## config.mk

```make
export PLATFORM = sky130hd
export DESIGN_NAME = c_subset_lexer_core
export DESIGN_NICKNAME = d
export VERILOG_FILES = /design/src/rtl/core/csl_pkg.sv /design/src/rtl/core/csl_scan.sv /design/src/rtl/core/c_subset_lexer_core.sv
export SDC_FILE = /design/constraint.sdc
export NUM_CORES = 1
export LEC_CHECK = 0
export ABC_CLOCK_PERIOD_IN_PS = 8400
export BUFFER_PORTS_ARGS = -buffer_cell sky130_fd_sc_hd__buf_2
export CORE_MARGIN = 2
export CORE_UTILIZATION = 25
export CTS_CLUSTER_DIAMETER = 30
export DETAILED_ROUTE_END_ITERATION = 8
export SLEW_MARGIN = 30
export SYNTH_ARGS = -nofsm -noshare
export SYNTH_HDL_FRONTEND = slang
export SYNTH_HIERARCHICAL = 1
export SYNTH_SLANG_ARGS = --single-unit
```

## constraint.sdc

```tcl
create_clock -name clk -period 8.4 [get_ports clk]
set_input_delay 0.42 -clock clk [delete_from_list [all_inputs] [get_ports clk]]
set_output_delay 0.42 -clock clk [all_outputs]
set_load 0.01 [all_outputs]
```

## src/rtl/core/csl_pkg.sv

```systemverilog
// ----------------------------------------------------------------------------
// csl_pkg: shared types and constants of the C subset lexer
// Token kinds, the result record, the scanner output bundle and keyword codes.
// ----------------------------------------------------------------------------
package csl_pkg;

	// Longest token length that is counted before the length saturates.
	localparam int MAX_TOKEN_LEN = 255;
	localparam int LEN_CAP_INT   = (MAX_TOKEN_LEN < 255) ? MAX_TOKEN_LEN : 255;
	localparam logic [7:0] LEN_CAP = 8'(LEN_CAP_INT);

	// Result queue between the scanner and the output port.
	localparam int FIFO_DEPTH = 4;
	localparam int FIFO_AW    = $clog2(FIFO_DEPTH);
	localparam int FIFO_CW    = $clog2(FIFO_DEPTH + 1);

	// Keywords packed with the first character in the lowest byte.
	localparam logic [39:0] KW_INT   = 40'h0000746E69;
	localparam logic [39:0] KW_MAIN  = 40'h006E69616D;
	localparam logic [39:0] KW_IF    = 40'h0000006669;
	localparam logic [39:0] KW_ELSE  = 40'h0065736C65;
	localparam logic [39:0] KW_WHILE = 40'h656C696877;

	typedef enum logic [4:0] {
		TK_INT    = 5'd0,
		TK_MAIN   = 5'd1,
		TK_IF     = 5'd2,
		TK_ELSE   = 5'd3,
		TK_WHILE  = 5'd4,
		TK_IDENT  = 5'd5,
		TK_LIT    = 5'd6,
		TK_EQ     = 5'd7,
		TK_GE     = 5'd8,
		TK_LE     = 5'd9,
		TK_ASSIGN = 5'd10,
		TK_GT     = 5'd11,
		TK_LT     = 5'd12,
		TK_PLUS   = 5'd13,
		TK_MINUS  = 5'd14,
		TK_LPAREN = 5'd15,
		TK_RPAREN = 5'd16,
		TK_LBRACE = 5'd17,
		TK_RBRACE = 5'd18,
		TK_SEMI   = 5'd19,
		TK_HASH   = 5'd20,
		TK_DOT    = 5'd21,
		TK_COMMA  = 5'd22,
		TK_ERROR  = 5'd23
	} tok_kind_t;

	typedef struct packed {
		tok_kind_t  kind;
		logic [7:0] length;
		logic [7:0] first;
		logic       clipped;
		logic       last;
	} tok_t;

	// What the scanner produces for the byte it is looking at.
	typedef struct packed {
		logic [1:0]     count;
		tok_t [1:0]     tok;
	} scan_out_t;

endpackage

```

## src/rtl/core/csl_scan.sv

```systemverilog
// ----------------------------------------------------------------------------
// csl_scan: tokenizer state and next-token logic
// Holds the pending token and forms up to two results for the current byte.
// ----------------------------------------------------------------------------
module csl_scan (
	input  logic                clk,
	input  logic                arst_n,
	input  logic                step,
	input  logic [7:0]          in_byte,
	input  logic                end_of_stream,
	output csl_pkg::scan_out_t  result
);
	import csl_pkg::*;

	typedef enum logic [3:0] {
		M_IDLE = 4'b0001,
		M_WORD = 4'b0010,
		M_NUM  = 4'b0100,
		M_REL  = 4'b1000
	} mode_t;

	mode_t       mode_q, mode_d;
	logic [7:0]  len_q, len_d;
	logic [39:0] prefix_q, prefix_d;
	logic [7:0]  first_q, first_d;
	logic        clip_q, clip_d;

	function automatic logic is_letter(input logic [7:0] b);
		return (b >= "a" && b <= "z") || (b >= "A" && b <= "Z") || b == "_";
	endfunction

	function automatic logic is_num(input logic [7:0] b);
		return b >= "0" && b <= "9";
	endfunction

	function automatic logic is_blank(input logic [7:0] b);
		return b == " " || b == 8'h09 || b == 8'h0A || b == 8'h0D;
	endfunction

	function automatic logic is_rel(input logic [7:0] b);
		return b == "=" || b == ">" || b == "<";
	endfunction

	function automatic tok_kind_t single_kind(input logic [7:0] b);
		tok_kind_t k;
		case (b)
			"=":     k = TK_ASSIGN;
			">":     k = TK_GT;
			"<":     k = TK_LT;
			"+":     k = TK_PLUS;
			"-":     k = TK_MINUS;
			"(":     k = TK_LPAREN;
			")":     k = TK_RPAREN;
			"{":     k = TK_LBRACE;
			"}":     k = TK_RBRACE;
			";":     k = TK_SEMI;
			"#":     k = TK_HASH;
			".":     k = TK_DOT;
			",":     k = TK_COMMA;
			default: k = TK_ERROR;
		endcase
		return k;
	endfunction

	tok_kind_t   word_kind;
	logic        flush_v, idle_v;
	tok_t        flush_t, idle_t, pair_t;
	logic [39:0] ext_prefix;
	logic [7:0]  ext_len;
	logic        ext_clip;
	mode_t       fi_mode;
	logic [39:0] fi_prefix;
	logic [7:0]  fi_len, fi_first;
	logic [1:0]  cnt;

	// A clipped word never matches a keyword; lengths guard the prefix compare.
	always_comb begin
		word_kind = TK_IDENT;
		if (!clip_q) begin
			if (len_q == 8'd3 && prefix_q == KW_INT) word_kind = TK_INT;
			else if (len_q == 8'd4 && prefix_q == KW_MAIN) word_kind = TK_MAIN;
			else if (len_q == 8'd2 && prefix_q == KW_IF) word_kind = TK_IF;
			else if (len_q == 8'd4 && prefix_q == KW_ELSE) word_kind = TK_ELSE;
			else if (len_q == 8'd5 && prefix_q == KW_WHILE) word_kind = TK_WHILE;
		end
	end

	// Pending token as it stands, emitted when something ends it.
	always_comb begin
		flush_v = 1'b0;
		flush_t = '{kind: TK_IDENT, length: len_q, first: first_q, clipped: clip_q, last: 1'b0};
		unique case (mode_q)
			M_WORD: begin
				flush_v      = 1'b1;
				flush_t.kind = word_kind;
			end
			M_NUM: begin
				flush_v      = 1'b1;
				flush_t.kind = TK_LIT;
			end
			M_REL: begin
				flush_v         = 1'b1;
				flush_t.kind    = single_kind(first_q);
				flush_t.length  = 8'd1;
				flush_t.clipped = 1'b0;
			end
			default: flush_v = 1'b0;
		endcase
	end

	// The byte seen with nothing pending: skipped, a token start, or a token.
	always_comb begin
		idle_v    = !is_blank(in_byte) && !is_letter(in_byte) && !is_num(in_byte)
			&& !is_rel(in_byte);
		idle_t    = '{kind: single_kind(in_byte), length: 8'd1, first: in_byte,
			clipped: 1'b0, last: 1'b0};
		fi_mode   = M_IDLE;
		fi_len    = 8'd0;
		fi_prefix = '0;
		fi_first  = first_q;
		if (is_letter(in_byte)) fi_mode = M_WORD;
		else if (is_num(in_byte)) fi_mode = M_NUM;
		else if (is_rel(in_byte)) fi_mode = M_REL;
		if (fi_mode != M_IDLE) begin
			fi_len    = 8'd1;
			fi_prefix = {32'd0, in_byte};
			fi_first  = in_byte;
		end
	end

	// Growing the pending token by one byte.
	always_comb begin
		ext_prefix = prefix_q;
		for (int i = 0; i < 5; i++) begin
			if (len_q == 8'(i)) ext_prefix[8*i +: 8] = in_byte;
		end
		ext_len  = (len_q < LEN_CAP) ? len_q + 8'd1 : len_q;
		ext_clip = clip_q | (len_q >= LEN_CAP);
	end

	always_comb begin
		mode_d   = fi_mode;
		len_d    = fi_len;
		prefix_d = fi_prefix;
		first_d  = fi_first;
		clip_d   = 1'b0;
		cnt      = 2'(flush_v) + 2'(idle_v);
		pair_t   = idle_t;
		if (flush_v) pair_t = flush_t;
		if (end_of_stream) begin
			mode_d   = M_IDLE;
			len_d    = 8'd0;
			prefix_d = '0;
			first_d  = first_q;
			cnt      = 2'(flush_v);
			pair_t   = flush_t;
		end else if ((mode_q == M_WORD && (is_letter(in_byte) || is_num(in_byte)))
				|| (mode_q == M_NUM && is_num(in_byte))) begin
			mode_d   = mode_q;
			len_d    = ext_len;
			prefix_d = ext_prefix;
			first_d  = first_q;
			clip_d   = ext_clip;
			cnt      = 2'd0;
		end else if (mode_q == M_REL && in_byte == "=") begin
			mode_d        = M_IDLE;
			len_d         = 8'd0;
			prefix_d      = '0;
			first_d       = first_q;
			clip_d        = clip_q;
			cnt           = 2'd1;
			pair_t        = flush_t;
			pair_t.length = 8'd2;
			pair_t.kind   = (first_q == "=") ? TK_EQ : ((first_q == ">") ? TK_GE : TK_LE);
		end
	end

	always_comb begin
		result.count       = cnt;
		result.tok[0]      = pair_t;
		result.tok[0].last = (cnt == 2'd1);
		result.tok[1]      = idle_t;
		result.tok[1].last = 1'b1;
	end

	always_ff @(posedge clk or negedge arst_n) begin
		if (!arst_n) begin
			mode_q   <= M_IDLE;
			len_q    <= 8'd0;
			prefix_q <= '0;
			first_q  <= 8'd0;
			clip_q   <= 1'b0;
		end else if (step) begin
			mode_q   <= mode_d;
			len_q    <= len_d;
			prefix_q <= prefix_d;
			first_q  <= first_d;
			clip_q   <= clip_d;
		end
	end

endmodule

```

## src/rtl/core/c_subset_lexer_core.sv

```systemverilog
// ----------------------------------------------------------------------------
// c_subset_lexer_core: byte-serial tokenizer for a small C subset
// Registers each source byte, scans it against the pending token and queues
// up to two token records for the output stream.
// ----------------------------------------------------------------------------
// Path: each byte is registered in the input stage, then scanned into the queue.
// Throughput: one byte per cycle while the queue has room for two records; a
// byte that yields two tokens takes two transactions on the single output
// port, so sustained rate is set by the output.
// Reset: arst_n clears the scan state, the input stage and the result queue
// at once; no clearing pass is needed and the block is ready straight away.
// ----------------------------------------------------------------------------
module c_subset_lexer_core (
	input  logic        clk,
	input  logic        arst_n,
	// Source bytes; end of stream travels as s_tlast.
	input  logic        s_tvalid,
	output logic        s_tready,
	input  logic [7:0]  s_tdata,   // [7:0] in_byte
	input  logic        s_tlast,   // end_of_stream
	// Token records; the last record caused by one byte carries m_tlast.
	output logic        m_tvalid,
	input  logic        m_tready,
	output logic [23:0] m_tdata,   // [4:0] token_kind, [12:5] token_length,
	                               // [20:13] token_byte, [23:21] zero
	output logic        m_tuser,   // length_clipped
	output logic        m_tlast    // last_of_run
);
	import csl_pkg::*;

	// Input stage. A byte waits here until the queue has room for the two
	// records it may cause; a new transaction is taken whenever the stage
	// is empty or empties in the same cycle.
	logic       valid_s1;
	logic [7:0] byte_s1;
	logic       eos_s1;
	logic       fire;

	scan_out_t  scan;

	tok_t                 fifo_q [FIFO_DEPTH];
	logic [FIFO_AW-1:0]   wr_ptr_q, rd_ptr_q;
	logic [FIFO_CW-1:0]   cnt_q;
	logic                 pop;
	tok_t                 head;

	assign fire     = valid_s1 && (cnt_q <= FIFO_CW'(FIFO_DEPTH - 2));
	assign s_tready = !valid_s1 || fire;

	always_ff @(posedge clk or negedge arst_n) begin
		if (!arst_n) begin
			valid_s1 <= 1'b0;
		end else if (s_tready) begin
			valid_s1 <= s_tvalid;
		end
	end

	// The payload follows the valid bit and needs no reset.
	always_ff @(posedge clk) begin
		if (s_tready && s_tvalid) begin
			byte_s1 <= s_tdata;
			eos_s1  <= s_tlast;
		end
	end

	// The scanner updates its pending token only when the byte moves on.
	csl_scan u_scan (
		.clk           (clk),
		.arst_n        (arst_n),
		.step          (fire),
		.in_byte       (byte_s1),
		.end_of_stream (eos_s1),
		.result        (scan)
	);

	// Result queue. Up to two records are written per cycle, in order, and
	// one is read out per output transaction.
	assign pop  = m_tready && (cnt_q != '0);
	assign head = fifo_q[rd_ptr_q];

	always_ff @(posedge clk) begin
		if (fire && scan.count != 2'd0) begin
			fifo_q[wr_ptr_q] <= scan.tok[0];
			if (scan.count == 2'd2) fifo_q[wr_ptr_q + FIFO_AW'(1)] <= scan.tok[1];
		end
	end

	always_ff @(posedge clk or negedge arst_n) begin
		if (!arst_n) begin
			wr_ptr_q <= '0;
			rd_ptr_q <= '0;
			cnt_q    <= '0;
		end else begin
			if (fire) wr_ptr_q <= wr_ptr_q + FIFO_AW'(scan.count);
			if (pop) rd_ptr_q <= rd_ptr_q + FIFO_AW'(1);
			cnt_q <= cnt_q + (fire ? FIFO_CW'(scan.count) : '0) - FIFO_CW'(pop);
		end
	end

	assign m_tvalid = (cnt_q != '0);
	assign m_tdata  = {3'b000, head.first, head.length, 5'(head.kind)};
	assign m_tuser  = head.clipped;
	assign m_tlast  = head.last;

	// The queue never holds more records than it has entries.
	assert property (@(posedge clk) disable iff (!arst_n)
		cnt_q <= FIFO_CW'(FIFO_DEPTH))
		else $error("result queue count beyond its depth");

	// A scan step never writes more records than the queue has free.
	assert property (@(posedge clk) disable iff (!arst_n)
		fire |-> (32'(cnt_q) + 32'(scan.count) <= FIFO_DEPTH))
		else $error("result queue overflow");

	// A byte held back by a queue without room for two records stays in the input stage unchanged.
	assert property (@(posedge clk) disable iff (!arst_n)
		valid_s1 && !fire |=> valid_s1 && $stable(byte_s1) && $stable(eos_s1))
		else $error("stalled input stage lost its byte");

	// Two records from one byte: only the second one closes the run.
	assert property (@(posedge clk) disable iff (!arst_n)
		fire && scan.count == 2'd2 |-> !scan.tok[0].last && scan.tok[1].last)
		else $error("wrong last marking on a record pair");

endmodule
```

== Word level (Yosys, flattened, before mapping) ==
Memories as Yosys holds them, arrays and structs flattened.
Cells that the tools add are included.

* Bits in writable memories: 92
* Output and inout port bits: 28
* Register bits after elaboration: 78
* Input port bits: 13
* Logic and storage cells: 187
* Memories: 1

* Eq/ne operators: 55
* $lt $le $gt $ge: 9
* Bitwise gates (word level): 4
* Multiplexer cells: 50
* Add/sub/neg operators: 7
* Reductions and logical operators: 46

{| class="wikitable"
|+ Memories
! memory !! words !! width !! read ports !! clocked after memory_dff !! wr ports !! line !! text
|-
| fifo_q || 4 || 23 || 1 || 0 || 2 || c_subset_lexer_core.sv:41 || <nowiki>tok_t fifo_q [FIFO_DEPTH];</nowiki>
|}

{| class="wikitable"
|+ Operator list
! kind !! count
|-
| == test 8 x 6 -> 1 bit (second input constant) || 23
|-
| one-hot mux 5 bit (13 select lines) || 2
|-
| two-way mux 23 bit || 4
|-
| two-way mux 8 bit || 11
|-
| == test 40 x 31 -> 1 bit (second input constant) || 2
|-
| two-way mux 40 bit || 2
|-
| == test 40 x 15 -> 1 bit (second input constant) || 1
|-
| == test 40 x 23 -> 1 bit (second input constant) || 1
|-
| == test 40 x 39 -> 1 bit (second input constant) || 1
|-
| == test 8 x 7 -> 1 bit (second input constant) || 5
|-
| two-way mux 5 bit || 6
|-
| == test 8 x 4 -> 1 bit (second input constant) || 3
|-
| two-way mux 4 bit || 6
|-
| inequality test 3 x 2 -> 1 bit (second input constant) || 7
|-
| logical AND 1 bit || 18
|-
| == test 8 x 2 -> 1 bit (second input constant) || 2
|-
| == test 8 x 3 -> 1 bit (second input constant) || 2
|-
| >= comparator 8 x 7 -> 1 bit (second input constant) || 2
|-
| <= comparator 8 x 7 -> 1 bit (second input constant) || 2
|-
| AND reduction 2 bit || 8
|-
| one-hot mux 5 bit (3 select lines) || 1
|-
| two-way mux 1 bit || 14
|-
| logical OR 1 bit || 10
|-
| adder 8 x 1 -> 8 bit (second input constant) || 1
|-
| other kinds (27) || 37
|}

== Logic depth before layout (Yosys ltp) ==
Gate-level depths: netlist (run 1).

* Word-level depth: 16
* Mapped depth: 18
* Depth with buffers taken out: 16

== Modules after synthesis ==
The synthesis (run 1) kept the hierarchy.

{| class="wikitable"
|+ By module, submodules not included
! module !! seq. area each (µm²) !! area an instance (µm²) !! cells an instance !! times used
|-
| c_subset_lexer_core || 3233.1 || 5383.9 || 288 || 1
|-
| csl_scan || 1527.7 || 4331.7 || 495 || 1
|}

== Worst setup path after synthesis (run 1) ==
Ideal clock, no wire load.

* Kind: reg2reg
* Start: reg u_scan.mode_q[2]
* End: mem fifo_q[1][0] (netlist name), enable pin
* Setup slack: 4.046 ns
* Stages on the path, launching flop included: 11
* Clock period less this slack: 4.354 ns
* Required time: 7.961 ns
* Library setup time: 0.439 ns
* Buffers on the path: 3
* Data arrival time: 3.915 ns
* Cells stage by stage: dfrtp_1 > buf_2 > or4b_4 > o31a_1 > buf_6 > nor2_1 > buf_2 > nor2_1 > nor2b_1 > nand2b_1 > a211oi_1

{| class="wikitable"
|+ RTL lines
! item !! line !! text
|-
| from (decl) || csl_scan.sv:22 || <nowiki>mode_t mode_q, mode_d;</nowiki>
|-
| from (signal assigned) || csl_scan.sv:194 || <nowiki>mode_q <= mode_d;</nowiki>
|-
| to (decl) || c_subset_lexer_core.sv:41 ||
|}

==> results.md, run 1 <==
- Setup crit end kind: register
- Synth-to-Final Area Change: 11.4%
- Gr usage total: 11.6%
- Initial antenna violation count: 0
- Mapped Area: 9720 sq um
- Logic pwr share: 33.9%
- Startpoint class of the critical path: register
- RSZ-0062 raised after global routing: no
- Worst Path Required: 8590 ps
- Placement Setup Slack: 3810 ps
- CTS tree: yes
- Internal power: 1890 uW
- Worst-path clk slew: 70 ps
- Antenna Cells: 0
- # rows: 72
- Psw: 1090 uW
- Core area: 38,500 sq um
- Grt ovf: 0
- Vias in the first global route: 6,247
- Static Leakage: 0.00400 uW
- Critical path arrival: 4770 ps
- Port bufs: 37
- Crit path kind: reg2reg
- CTS Sinks: 170
- Max-slew violations: 0
- Routed WL: 22.7 mm
- Die ar.: 40,500 sq um
- Wire per inst: 17.2 um
- # DRC: 0
- GP Congestion: 0.843
- Outcome: complete, no violations
- Switching share of power: 36.7%
- Setup Viol. Count Final: 0
- Yosys Warn Count: 6
- Headroom to the max-slew limit: 40.9%
- Synth async-reset ratio: 40.6%
- Final hold vios: 0
- Share of power burned in registers: 40.1%
- Max Cap Viol: 0
- Top area cells in the synthesized netlist: edfxtp_1 (31%), dfrtp_1 (18%), mux2_2 (10%), mux4_2 (5.3%), nand2_1 (3.0%)
- Clock buffer count from CTS: 17
- Clock power share: 26.0%
- Worst Setup Slack, final: 3810 ps
- Io pins: 41
- CTS root buf: clkbuf_16
- Min-delay worst type: in2async
- Post-synth top cells: edfxtp_1 (101), mux2_2 (89), nand2_1 (77)
- Worst-skew pair later-pin latency: 450 ps
- Skew final: 19.3 ps
- Number of flops mapped to enable cells by yosys: 101
- Routed via count: 6,306
- Fillers: 3,932
- Post-CTS Setup Inserts: 0
- CTS Buffer Depth: 2
- Post-synth top area cell: edfxtp_1
- Maximum clock rate: 0.218 GHz
- Synth top area share: 31.2%
- Hold buffer count at CTS: 0
- Final Util: 28.1%
- Synth cell types: 84
- Count leader, synth: edfxtp_1
- Cells after Synth: 783
- Tmin final: 4590 ps
- Initial Util: 25.3%
- DP Wirelength: 15.2 mm
- Htree depth: 4
- Drt initial violations: 424
- Total Nets Final: 815
- Remaining antenna violation count after routing: 0
- Syn avg cell area: 12.4 sq um
- Ys flop type: edfxtp_1
- Register area share after synthesis: 49.0%
- Die height: 201 um
- Chip width: 201 um
- Worst-Margin Slew: 879 ps
- Worst VDD drop: 151 uV
- Wire length of the first global-routing pass: 36.6 mm
- #FFs+latches synth: 170
- Crit path max fanout: 23
- First-pass DRT Iterations: 4
- Cts repair resizes: 0
- Layout cell share with drive strength beyond 1: 29.3%
- Crit share post-route: 54.6%
- Pin count of the biggest net entering global routing: 70
- Total negative slack: 0 ps
- PwrDens: 275 nW/um^2
- Worst-case reg-to-reg path depth: 9
- Via/cell ratio: 4.77
==> flip-flops by register name, indices dropped and copies added, names as in the netlist <==
signal / cells
u_scan/prefix_q: 40
u_scan/mode_q: 4
u_scan/len_q: 8
eos_s1: 1
fifo_q: 92
rd_ptr_q: 2
wr_ptr_q: 2
cnt_q: 3
u_scan/first_q: 8
u_scan/clip_q: 1
byte_s1: 8
valid_s1: 1
==> critical path, cell delays in order (launching register included) <==
cell	delay, ps
edfxtp_1	820
nor2_1	230
a311o_1	410
o31a_1	520
nor2_1	640
nor2_1	130
nor2b_1	250
and2b_4	360
nand4_4	480
mux2_4	480
==> worst paths after layout <==
kind,startpoint,end,slack (ps)
setup / recovery,byte_s1[1]$_DFFE_PP_,fifo_q[1][2]$_DFFE_PP_,3810
hold / removal,arst_n,u_scan/prefix_q[28]$_DFFE_PN0P_,90
setup reg to reg,byte_s1[1]$_DFFE_PP_,fifo_q[1][2]$_DFFE_PP_,3810
hold reg to reg,u_scan/prefix_q[15]$_DFFE_PN0P_,u_scan/prefix_q[15]$_DFFE_PN0P_,480
max in group asynchronous,arst_n,cnt_q[0]$_DFF_PN0_,7860
min in group clk,s_tdata[6],byte_s1[6]$_DFFE_PP_,170
==> cells in the final DEF (no fill, tap or decap), drive strengths merged, types with 4 or more instances in the layout <==
cell    instances
buf            43
conb           13
a31oi           5
nor2           29
nand2          77
mux2i           5
o22ai           7
clkbuf         18
nand2b         16
or4b            4
or2             5
nand4b          5
o21ai          42
or3             7
o31ai          17
nor4           11
or3b            4
xor2            5
nand3b          4
xnor2           5
edfxtp        101
clkinv          6
nor3            6
mux4           23
mux2          106
nand3           9
nor4b           7
and2           11
ha              9
and3           14
a21oi          15
a211o           4
a211oi          4
nand4           8
and2b           4
nor2b          12
inv            27
dfrtp          68
==> power by group through the flow <==
stage	clock network [uW]	logic [uW]	registers [uW]
2_1_floorplan	0	813	1120
3_3_place_gp	0	1010	1200
3_5_place_dp	0	1020	1210
4_1_cts	792	1030	1190
5_1_grt	828	1110	1220
6_report	774	1010	1190
==> final cells by class <==
| class | count | area, sq um | area share (%) |
|---|---|---|---|
| Clock inverter | 14 | 153 | 1.41 |
| Sequential cell | 170 | 4760 | 44.0 |
| Timing Repair Buffer | 43 | 234 | 2.16 |
| Tap cell | 518 | 648 | 5.99 |
| Multi-Input combinational cell | 539 | 4520 | 41.8 |
| Clock buffer | 18 | 429 | 3.96 |
| Inverter | 21 | 78.8 | 0.728 |
==> cells by family after synthesis <==
kind of cell	Yosys count	synth area share, %
AO/OA/AOI/OAI	125	9.53
flip-flops	170	49.0
adder cells (fa/ha/maj)	11	1.47
AND/OR/NAND/NOR	246	15.3
XOR/XNOR	10	0.901
buffers and inverters	84	5.09
multiplexers	134	18.6
other	3	0.116
==> through the flow <==
step / hold WS [ps] / instance area [sq um] / std cells / total power, uW
finish: 90.3 / 10800 / 1323 / 2980
global route: 150 / 10800 / 1323 / 3150
CTS: 155 / 10800 / 1323 / 3010
detailed placement: 470 / 10200 / 1291 / 2230
global placement: 466 / 10200 / 1291 / 2210
floorplan: 124 / 9750 / 793 / 1930
==> per-layer routing <==
metal	wire length, um	track usage (%)	vias to the layer above
li1	-	-	2951
met1	10700	16.0	3187
met4	325	3.15	0
met3	797	2.11	24
met2	10900	18.6	144
met5	0	0	-
Note: power is estimated with default switching activity, not from simulation.
==> inputs of run 2 (changes only) <==
--- a/config.mk
+++ b/config.mk
@@ -5,7 +5,8 @@
 export SDC_FILE = /design/constraint.sdc
 export NUM_CORES = 1
 export LEC_CHECK = 0
-export ABC_CLOCK_PERIOD_IN_PS = 8400
+export ABC_AREA = 1
+export ABC_CLOCK_PERIOD_IN_PS = 3700
 export BUFFER_PORTS_ARGS = -buffer_cell sky130_fd_sc_hd__buf_2
 export CORE_MARGIN = 2
 export CORE_UTILIZATION = 25
==> constraint.sdc (replaced) <==
create_clock -name clk -period 3.7 [get_ports clk]
set_input_delay 0.185 -clock clk [delete_from_list [all_inputs] [get_ports clk]]
set_output_delay 0.185 -clock clk [all_outputs]
set_load 0.01 [all_outputs]
==> run 2 against run 1 <==
Via count grew 42%. Sequential share of layout area shrank 3.3 points. Fmax grew 35%. Sequential power grew 110%. Largest power group is now combinational logic.
==> results.md, run 2 <==
- RSZ-0062 raised after global routing: no (unchanged)
- CTS Buffer Depth: 2 (unchanged)
- Slowest cell on the critical path: edfxtp_1 (unchanged)
- Worst-path clk slew: 80 ps (was 70 ps)
- Crit path kind: reg2reg (unchanged)
- Max incr delay on CP: 500 ps (was 820 ps)
- Layout cell share with drive strength beyond 1: 9.69% (was 29.3%)
- Setup crit end kind: register (unchanged)
- Number of flops mapped to enable cells by yosys: 101 (unchanged)
- Synth cell types: 44 (was 84)
- Register area share after synthesis: 46.3% (was 49.0%)
- Headroom to the max-slew limit: 32.6% (was 40.9%)
- Chip width: 207 um (was 201 um)
- First-pass DRT Iterations: 5 (was 4)
- Power after layout: 7280 uW (was 2980 uW)
- Worst Path Required: 4080 ps (was 8590 ps)
- Skew final: 15.8 ps (was 19.3 ps)
- Via/cell ratio: 4.75 (was 4.77)
- Io pins: 41 (unchanged)
- Synth top area share: 29.5% (was 31.2%)
- Drt initial violations: 656 (was 424)
- GP Congestion: 0.902 (was 0.843)
- Critical path, cell by cell: nand2_1, inv_1, o21ai_1, nand3_1, nand2_1, nand2_1, nand2_1, nor2_1, inv_1, nor2_1, ha_1, o22ai_2, nor2_2, nand2_1, ha_1, inv_1, ha_1, inv_1, fa_1, xnor2_1, xor2_1 (was nor2_1, a311o_1, o31a_1, nor2_1, nor2_1, nor2b_1, and2b_4, nand4_4, mux2_4)
- Routed WL: 28.6 mm (was 22.7 mm)
- Worst Setup Slack, final: 293 ps (was 3810 ps)
- Vias in the first global route: 8,591 (was 6,247)
- Cells after Synth: 1,312 (was 783)
- Worst-skew pair later-pin latency: 450 ps (about the same)
- Top area cells in the synthesized netlist: edfxtp_1 (30%), dfrtp_1 (17%), nand2_1 (12%), nand3_1 (6.7%), o21bai_1 (6.7%) (was edfxtp_1 (31%), dfrtp_1 (18%), mux2_2 (10%), mux4_2 (5.3%), nand2_1 (3.0%))
- Clock buffer count from CTS: 17 (unchanged)
- Top flop regs: fifo_q: 92 flops, u_scan/prefix_q: 40 flops (unchanged)
- Initial Util: 25.2% (was 25.3%)
- Crit share post-route: 92.1% (was 54.6%)
- Most common cell after layout, fill and taps aside: nand2_1 (was edfxtp_1)
- Static Leakage: 0.00494 uW (was 0.00400 uW)
- Wire length of the first global-routing pass: 45.9 mm (was 36.6 mm)
- Cell area after layout: 11,700 sq um (was 10,800 sq um)
- Wire per inst: 15.2 um (was 17.2 um)
- Placement Setup Slack: 94.1 ps (was 3810 ps)
- Grt ovf: 0 (unchanged)
- Count leader, synth: nand2_1 (was edfxtp_1)
- Core area: 40,700 sq um (was 38,500 sq um)
- CTS root buf: clkbuf_16 (unchanged)
- Max Cap Viol: 0 (unchanged)
- Reg with most FFs: fifo_q (unchanged)
- Outcome: complete, no violations (unchanged)
- CP dominant cell by count: nand2_1 (was nor2_1)
- Min-delay worst type: in2reg (was in2async)
- Crit path max fanout: 7 (was 23)
- Synth async-reset ratio: 40.6% (unchanged)
- Maximum clock rate: 0.294 GHz (was 0.218 GHz)
- Total negative slack: 0 ps (unchanged)
- R2R Setup Slk: 290 ps (was 3810 ps)
- CTS tree: yes (unchanged)
- # rows: 74 (was 72)
- Final hold vios: 0 (unchanged)
- DP Area: 10,900 sq um (was 10,200 sq um)
- Critical path arrival: 3790 ps (was 4770 ps)
- CTS Sinks: 170 (unchanged)
- Ys flop type: edfxtp_1 (unchanged)
- Gr usage total: 13.8% (was 11.6%)
- Port bufs: 37 (unchanged)
- Initial antenna violation count: 5 (was 0)
- Min Hold Slack: 137 ps (was 90.3 ps)
- # DRC: 0 (unchanged)
- Tmin final: 3410 ps (was 4590 ps)
- Synth-to-Final Area Change: 13.8% (was 11.4%)
- Post-synth top cells: nand2_1 (321), nor2_1 (160), nand3_1 (138) (was edfxtp_1 (101), mux2_2 (89), nand2_1 (77))
- PwrDens: 623 nW/um^2 (was 275 nW/um^2)
- Die ar.: 42,700 sq um (was 40,500 sq um)
- Syn avg cell area: 7.83 sq um (was 12.4 sq um)
- Startpoint class of the critical path: register (unchanged)
- Die height: 207 um (was 201 um)
- Pin count of the biggest net entering global routing: 93 (was 70)
- Yosys Warn Count: 6 (unchanged)
- Routed via count: 8,948 (was 6,306)
- Remaining antenna violation count after routing: 0 (unchanged)
- DP Wirelength: 19.8 mm (was 15.2 mm)
- #FFs+latches synth: 170 (unchanged)
- Max-slew violations: 0 (unchanged)
- Htree depth: 4 (unchanged)
- Post-synth top area cell: edfxtp_1 (unchanged)
- Max reg flops: 92 (unchanged)
- Worst VDD drop: 392 uV (was 151 uV)
- Mapped Area: 10,300 sq um (was 9720 sq um)
- Total Nets Final: 1,362 (was 815)
- Most frequent cells in the layout: nand2_1 (321), nor2_1 (158), nand3_1 (138) (was edfxtp_1 (101), mux2_2 (89), nand2_1 (77))
- Worst-Margin Slew: 1000 ps (was 879 ps)
- Setup Viol. Count Final: 0 (unchanged)
## run 2: cell count changes after synthesis, sizes merged, moves of 91 or more
cell	previous run	this run
inv	21	133
mux2	106	0
nand2	77	328
nand3	9	140
nor2	29	167
o21bai	1	92
## run 2: what timing repair did
| item | in CTS | in global routing |
|---|---|---|
| hold buffers | 11 | 0 |
| gates resized for setup | 0 | 2 |
| hold endpoints to repair | 56 | 0 |
| buffers inserted | 0 | 4 |
| setup endpoints to repair | 0 | 2 |
## run 2: final cells by class
cell class	instances	area [sq um]
Fill cell	4393	29000
Sequential cell	170	4760
Multi-Input combinational cell	939	4610
Tap cell	532	666
Timing Repair Buffer	77	541
Inverter	134	508
Clock buffer	21	482
Clock inverter	11	129
Antenna cell	1	2.50
## run 2: power by group
part | leakage (uW) | total (uW) | internal (uW) | switching (uW)
clock network | 0.000298 | 1860 | 1080 | 781
registers | 0.00185 | 2540 | 2350 | 195
logic | 0.00279 | 2880 | 840 | 2040
## run 2: kinds of logic (layout without fill, tap and decap cells)
group / after synthesis / count (layout) / synth area share (%)
AO/OA/AOI/OAI: 238 / 238 / 14.5
XOR/XNOR: 9 / 9 / 0.767
adder cells (fa/ha/maj): 10 / 10 / 1.29
other: 3 / 14 / 0.110
AND/OR/NAND/NOR: 669 / 669 / 27.7
buffers and inverters: 213 / 243 / 9.28
flip-flops: 170 / 170 / 46.3
## run 2: path summary, 6_finish.rpt
| path | start | cells past startpoint | end |
|---|---|---|---|
| setup / recovery | byte_s1[3]$_DFFE_PP_ | 21 | cnt_q[2]$_DFF_PN0_ |
| max in group asynchronous | arst_n | 3 | u_scan/mode_q[0]$_DFFE_PN1P_ |
| hold reg to reg | u_scan/prefix_q[14]$_DFFE_PN0P_ | 2 | u_scan/prefix_q[14]$_DFFE_PN0P_ |
| setup reg to reg | byte_s1[3]$_DFFE_PP_ | 21 | cnt_q[2]$_DFF_PN0_ |
| hold / removal | m_tready | 4 | rd_ptr_q[0]$_DFFE_PN0P_ |
| min in group asynchronous | arst_n | 2 | u_scan/prefix_q[27]$_DFFE_PN0P_ |
## run 2: stage by stage
step	util (%)	instances
4_1_cts	28.6	1880
6_report	28.7	1885
5_1_grt	28.7	1885
2_1_floorplan	-	1322
3_5_place_dp	26.8	1837
3_3_place_gp	26.8	1837
## run 2: routing by layer
layer  wire (um)  GRT usage (%)  vias to the layer above
li1            -              -                     4375
met1       12800           18.1                     4216
met2       13200           22.2                      285
met3        1850           3.16                       64
met4         683           5.29                        8
met5          49              0                        -
## run 2: worst max-delay path, delay by kind of cell (launching register included)
family | cells | cell delay [ps]
fa+ha+maj | 4 | 1070
simple gates | 9 | 980
flops | 1 | 500
xor+xnor | 2 | 330
buf+inv | 4 | 300
compound gates | 2 | 160
